$ cat src/qrpy_pkg.sv
package qrpy_pkg;

  // field widths
  localparam int ANGLE_BITS     = 16;
  localparam int QUAT_FRAC_BITS = 14;
  localparam int QUAT_W         = 16;
  localparam int POS_W          = 32;
  localparam int THR_W          = 11;
  localparam logic [THR_W-1:0] THR_RESET = 11'd10;

  // matrix entries, scaled by 2^(2*QUAT_FRAC_BITS)
  localparam int ENTRY_W   = 35;
  localparam int PROD_W    = 2 * QUAT_W;
  localparam int FIT_BITS  = 30;
  localparam int MAX_SHIFT = ENTRY_W - FIT_BITS;
  localparam int SHIFT_W   = 3;

  // shrunk arctangent operands, magnitude below 2^FIT_BITS
  localparam int ATAN_IN_W = FIT_BITS + 1;

  // square root
  localparam int SQ_W     = 2 * ATAN_IN_W;
  localparam int SQ_ITERS = SQ_W / 2;
  localparam int ROOT_W   = SQ_ITERS;

  // cordic
  localparam int CORDIC_ITERS = 30;
  localparam int CORDIC_W     = 34;
  localparam int TURN_W       = 32;
  localparam int CORDIC_IN_W  = 32;
  localparam int UNIT_W       = ANGLE_BITS + 1;

  localparam logic [TURN_W-1:0] ATAN_TURN [0:CORDIC_ITERS-1] = '{
    32'd536870912, 32'd316933406, 32'd167458907, 32'd85004756, 32'd42667331,
    32'd21354465, 32'd10679838, 32'd5340245, 32'd2670163, 32'd1335087,
    32'd667544, 32'd333772, 32'd166886, 32'd83443, 32'd41722,
    32'd20861, 32'd10430, 32'd5215, 32'd2608, 32'd1304,
    32'd652, 32'd326, 32'd163, 32'd81, 32'd41,
    32'd20, 32'd10, 32'd5, 32'd3, 32'd1
  };

  // queue between front and back
  localparam int QUEUE_DEPTH = 4;
  localparam int QPTR_W      = $clog2(QUEUE_DEPTH);
  localparam int QCNT_W      = $clog2(QUEUE_DEPTH + 1);

  typedef struct packed {
    logic signed [POS_W-1:0] x;
    logic signed [POS_W-1:0] y;
    logic signed [POS_W-1:0] z;
  } pos_t;

  typedef struct packed {
    logic signed [POS_W-1:0]  pos_x;
    logic signed [POS_W-1:0]  pos_y;
    logic signed [POS_W-1:0]  pos_z;
    logic signed [QUAT_W-1:0] quat_w;
    logic signed [QUAT_W-1:0] quat_x;
    logic signed [QUAT_W-1:0] quat_y;
    logic signed [QUAT_W-1:0] quat_z;
  } in_word_t;

  typedef struct packed {
    logic signed [POS_W-1:0]      out_x;
    logic signed [POS_W-1:0]      out_y;
    logic signed [POS_W-1:0]      out_z;
    logic signed [ANGLE_BITS-1:0] roll;
    logic signed [ANGLE_BITS-1:0] pitch;
    logic signed [ANGLE_BITS-1:0] yaw;
    logic                         gimbal_lock;
  } out_word_t;

  typedef struct packed {
    pos_t                        pos;
    logic signed [ATAN_IN_W-1:0] a20;
    logic signed [ATAN_IN_W-1:0] a21;
    logic signed [ATAN_IN_W-1:0] a22;
    logic signed [ATAN_IN_W-1:0] b10;
    logic signed [ATAN_IN_W-1:0] b00;
    logic signed [ATAN_IN_W-1:0] c21;
    logic signed [ATAN_IN_W-1:0] c22;
    logic signed [ATAN_IN_W-1:0] d01;
    logic signed [ATAN_IN_W-1:0] d11;
  } item_t;

endpackage

$ cat src/qrpy_queue.sv
module qrpy_queue (
  input  logic           clk,
  input  logic           rst,
  input  logic           push,
  input  qrpy_pkg::item_t push_item,
  output logic           full,
  input  logic           pop,
  output qrpy_pkg::item_t pop_item,
  output logic           empty
);

  qrpy_pkg::item_t mem [0:qrpy_pkg::QUEUE_DEPTH-1];
  logic [qrpy_pkg::QPTR_W-1:0] wr_ptr;
  logic [qrpy_pkg::QPTR_W-1:0] rd_ptr;
  logic [qrpy_pkg::QCNT_W-1:0] count;

  assign full     = (count == qrpy_pkg::QCNT_W'(qrpy_pkg::QUEUE_DEPTH));
  assign empty    = (count == '0);
  assign pop_item = mem[rd_ptr];

  // storage
  always_ff @(posedge clk) begin
    if (push) begin
      mem[wr_ptr] <= push_item;
    end
  end

  // pointers and fill count
  always_ff @(posedge clk) begin
    if (rst) begin
      wr_ptr <= '0;
      rd_ptr <= '0;
      count  <= '0;
    end else begin
      if (push) begin
        wr_ptr <= wr_ptr + 1'b1;
      end
      if (pop) begin
        rd_ptr <= rd_ptr + 1'b1;
      end
      count <= count + qrpy_pkg::QCNT_W'(push) - qrpy_pkg::QCNT_W'(pop);
    end
  end

endmodule

$ cat config.mk
export PLATFORM = sky130hd
export DESIGN_NAME = qrpy_queue
export DESIGN_NICKNAME = d
export VERILOG_FILES = /design/src/qrpy_pkg.sv /design/src/qrpy_queue.sv
export SDC_FILE = /design/constraint.sdc
export NUM_CORES = 1
export LEC_CHECK = 0
export BUFFER_PORTS_ARGS = -buffer_cell sky130_fd_sc_hd__buf_2
export CAP_MARGIN = 20
export CORE_MARGIN = 5
export CORE_UTILIZATION = 48
export DETAILED_ROUTE_END_ITERATION = 8
export PLACE_DENSITY = 0.65
export SYNTH_ARGS = -nofsm -noshare
export SYNTH_HDL_FRONTEND = slang
export SYNTH_SLANG_ARGS = --single-unit
$ cat constraint.sdc
create_clock -name clk -period 12.12 [get_ports clk]
set_input_delay 1.212 -clock clk [delete_from_list [all_inputs] [get_ports clk]]
set_output_delay 1.212 -clock clk [all_outputs]
set_load 0.01 [all_outputs]
# After elaboration in Yosys (flattened, before gate mapping)
# Memories as Yosys holds them, arrays and structs flattened. A register that Yosys moved wholly into a read port is not among the register bits.
# Cells that the tools add are included.
# totals
regBits	7
ram_bits	1500
inputBits	379
output_inout_bits	377
wordCells	14
n_memories	1
# classes
n_addsub	4
eq_ne	1
muxes	4
reduce_logical	1
# mem_list
memory	depth	width	rd	rd_ports_with_merged_regs	wr	line_no	text
mem	4	375	1	1	1	qrpy_queue.sv:12	qrpy_pkg::item_t mem [0:qrpy_pkg::QUEUE_DEPTH-1];
# ops
cell	count
adder 2 x 1 -> 2 bit (second input constant)	2
2-to-1 mux 2 bit	2
adder 3 x 1 -> 3 bit	1
equality test 3 bit (second input constant)	1
zero test 3 bit	1
subtractor 3 x 1 -> 3 bit	1
2-to-1 mux 1 bit	2

# Longest topological paths before layout
# depth
ltp_word	3
depth_mapped	7
mapped_depth_nobuf	7

# Worst setup path after synthesis
# Ideal clock, no wire load.
# synth_timing
path_type	input to register
start	input push
end	memory mem[0][0] (netlist name) (enable)
setup_time_ns	0.784
arrival_time_ns	9.650
required_ns	11.336
path_slack_ns	1.686
path_stages	1
path_buffers	0
cell_sequence	and2_1
# synth_via
elab_chain_cells	2
# synth_lines
item	line_no	text
start: declaration	qrpy_queue.sv:4	input logic push,
2-to-1 mux 1 bit	qrpy_queue.sv:23	if (push) begin
2-to-1 mux 1 bit (implied by the code)	qrpy_queue.sv:24	mem[wr_ptr] <= push_item;
end: declaration	qrpy_queue.sv:12	
# No other way between the ends.

==> flow_summary.yaml <==
final_layout:
  final_common_cell: "edfxtp_1"
  syn_to_final_growth_pct: 18.7
  layout_common_cells: "1500 x edfxtp_1, 755 x buf_2, 252 x mux4_1"
  fin_cells: 4521
  drive_above_1_share: 0.374
  final_nets: 3232
clock_network:
  cts_resized: 0
  cts_max_level: 4
  clock_sinks: 1509
  clockBufferDepth: 3
  tritoncts: "yes"
  clock_latency_ps: 730
  post-cts-setup-buffer-count: 0
  clock-root-buffer: "clkbuf_16"
  holdBufCountCts: 0
  cts_made_buffers: 152
  clk_pin_slew_worst_paths_ps: 60
power_and_ir_drop:
  pwr_density_cell_nw_per_um2: 178
  peakVddDrop_uv: 129
  p_leak_nw: 22.4
outcome:
  status: "finished, final reports clean"
timing:
  period_share: 0.413
  rsz0062_at_grt: "false"
  setup_violations: 0
  slew_headroom: 0.156
  min_period_ps: 5010
  timing.setup.tns_ps: 0
  fmax_mhz: 200
  postLayoutSetupSlackWorst_ps: 7110
  hold_viol_final: 0
  finClkSkew_ps: 30.1
  drv_slew: 0
  hold_ws_ps: 548
  tightest_slew_ps: 1270
synth:
  synth_area_per_cell_sq_um: 27.8
  synth_edf_count: 1500
  synthDistinctLibCells: 22
  ys_top_cells_by_area: "edfxtp_1 81%, mux4_1 12%, mux4_2 5.0%, buf_6 0.73%, buf_2 0.35%"
  yosysWarnings: 0
  netlist_area_sq_um: 55600
  synth_top_cell_by_area: "edfxtp_1"
  synth_compound_area_frac: 0.000270
  async_reset_ff_frac: 0
  syn-instance-count: 2001
  netlist.area_leader.share: 0.811
  synthesis.nets: 2387
  ys_seq_elements: 1509
  synthFlopType: "edfxtp_1"
  synth_xor_xnor_area_share: 0.000743
  synthMuxAreaShare: 0.169
  synth-simple-area-share: 0.00135
  yosysSeqAreaShare: 0.814
  synthAdderAreaFrac: 0.00171
  synth_top_family_by_area: "multiplexers"
global_routing:
  grt_pass1_wl_mm: 173
  grt.busiest_layer: "met2"
  grt_overflow: 0
  met3_usage: 0.0621
  grt_max_degree: 156
  antenna_found_initial: 65
  grt_usage: 0.193
  grtUsageMet2: 0.328
  grtUsageMet1: 0.222
  first_global_vias: 25928
min_path:
  hp-class: "register to register"
  min_from: "rd_ptr[1]"
floorplanning:
  die_y_microns: 350
  fp-row-count: 124
  ioPinCount: 756
  core_sq_um: 115000
  die_x_microns: 350
  initial_core_util: 0.485
  die_area_sq_um: 123000
place:
  place_ws_ps: 7750
  dp_hpwl_mm: 76.2
  numPortBuffers: 755
  gp_congestion: 0.794
  placed_cells: 4204
drt:
  wl_per_cell_microns: 26.7
  postRouteAntennaNets: 0
  drt_pass1_iterations: 5
  drc: 0
  routed_wl_mm: 121
  viasPerCell: 5.53
  drt_iter0_markers: 1745
  vias: 24981
critical_path:
  cp_max_fo: 118
  startpoint_type: "register"
  end_kind: "output pin"
  slowest_delay_ps: 700
  crit_arrival_ps: 3800
  crit_slowest_cell: "mux4_1"
  r2r-start: "wr_ptr[0]"
  timing_worst_setup_path_type: "register to output pin"
  crit_chain: "buf_4 > buf_12 > mux4_1 > buf_2"
  required_ps: 10910
run:
  max_cap_viol_count: 0
==> critical path, delay by kind of cell, from the launching register on <==
kind,cells,cell delay [ps]
multiplexers,1,700
buffers and inverters,3,1440
flip-flops,1,570
==> through the flow <==
stage | utilization | cell area, sq um | total power (W)
global placement | 0.531 | 60900 | 0.00722
floorplan | - | 55600 | 0.00684
detailed placement | 0.531 | 60900 | 0.00725
finish | 0.575 | 65900 | 0.0117
global route | 0.575 | 65900 | 0.0121
CTS | 0.574 | 65800 | 0.0119
==> state kept, by name (all words and copies together), names as in the netlist, named ones only <==
| signal | cells |
|---|---|
| wr_ptr | 2 |
| count | 3 |
| mem | 1500 |
| rd_ptr | 2 |
==> cell families after synthesis <==
family	Yosys count
adder cells (fa/ha/maj)	7
XOR/XNOR	3
AND/OR/NAND/NOR	14
flip-flops	1509
multiplexers	376
buffers and inverters	90
AO/OA/AOI/OAI	2
==> layer usage <==
metal / part of all wire / vias to the layer above
li1: - / 10765
met4: 0.046 / 24
met3: 0.080 / 276
met2: 0.52 / 897
met1: 0.36 / 13019
met5: 0.0014 / -
==> final timing paths <==
check	depth (start not counted)	to	slack (ps)
setup reg to reg	5	mem[0][106]	8550
hold reg to reg	2	register	550
hold / removal	2	register	550
setup / recovery	4	pop_item[38]	7110
==> cell type report <==
| class | instances | area (sq um) |
|---|---|---|
| multi-input cells | 402 | 9640 |
| fillers | 8249 | 48700 |
| flip-flops and latches | 1509 | 45200 |
| inverters | 6 | 22.5 |
| well taps | 1512 | 1890 |
| clock inverters | 78 | 922 |
| clock buffers | 192 | 4040 |
| diodes | 47 | 118 |
| repair buffers | 775 | 4080 |
==> synthesized netlist by cell type, types with 2 or more instances <==
cell and number:
ha_1 6, and2_1 4, dfxtp_1 9, inv_1 6, xnor2_1 2, buf_8 4
mux4_1 252, buf_6 36, nor2b_1 2, mux4_2 123, nor2_1 5, clkbuf_1 5
edfxtp_1 1500, buf_2 39
==> power by group <==
| part | leakage [nW] | internal, W | switching [W] | total [W] |
|---|---|---|---|---|
| Sequential | 13.9 | 0.00601 | 0.0000559 | 0.00606 |
| Clock | 2.40 | 0.00271 | 0.00188 | 0.00460 |
| Combinational | 6.18 | 0.000445 | 0.000608 | 0.00105 |
| Total | 22.4 | 0.00916 | 0.00255 | 0.0117 |
(Power assumes the default switching activity.)
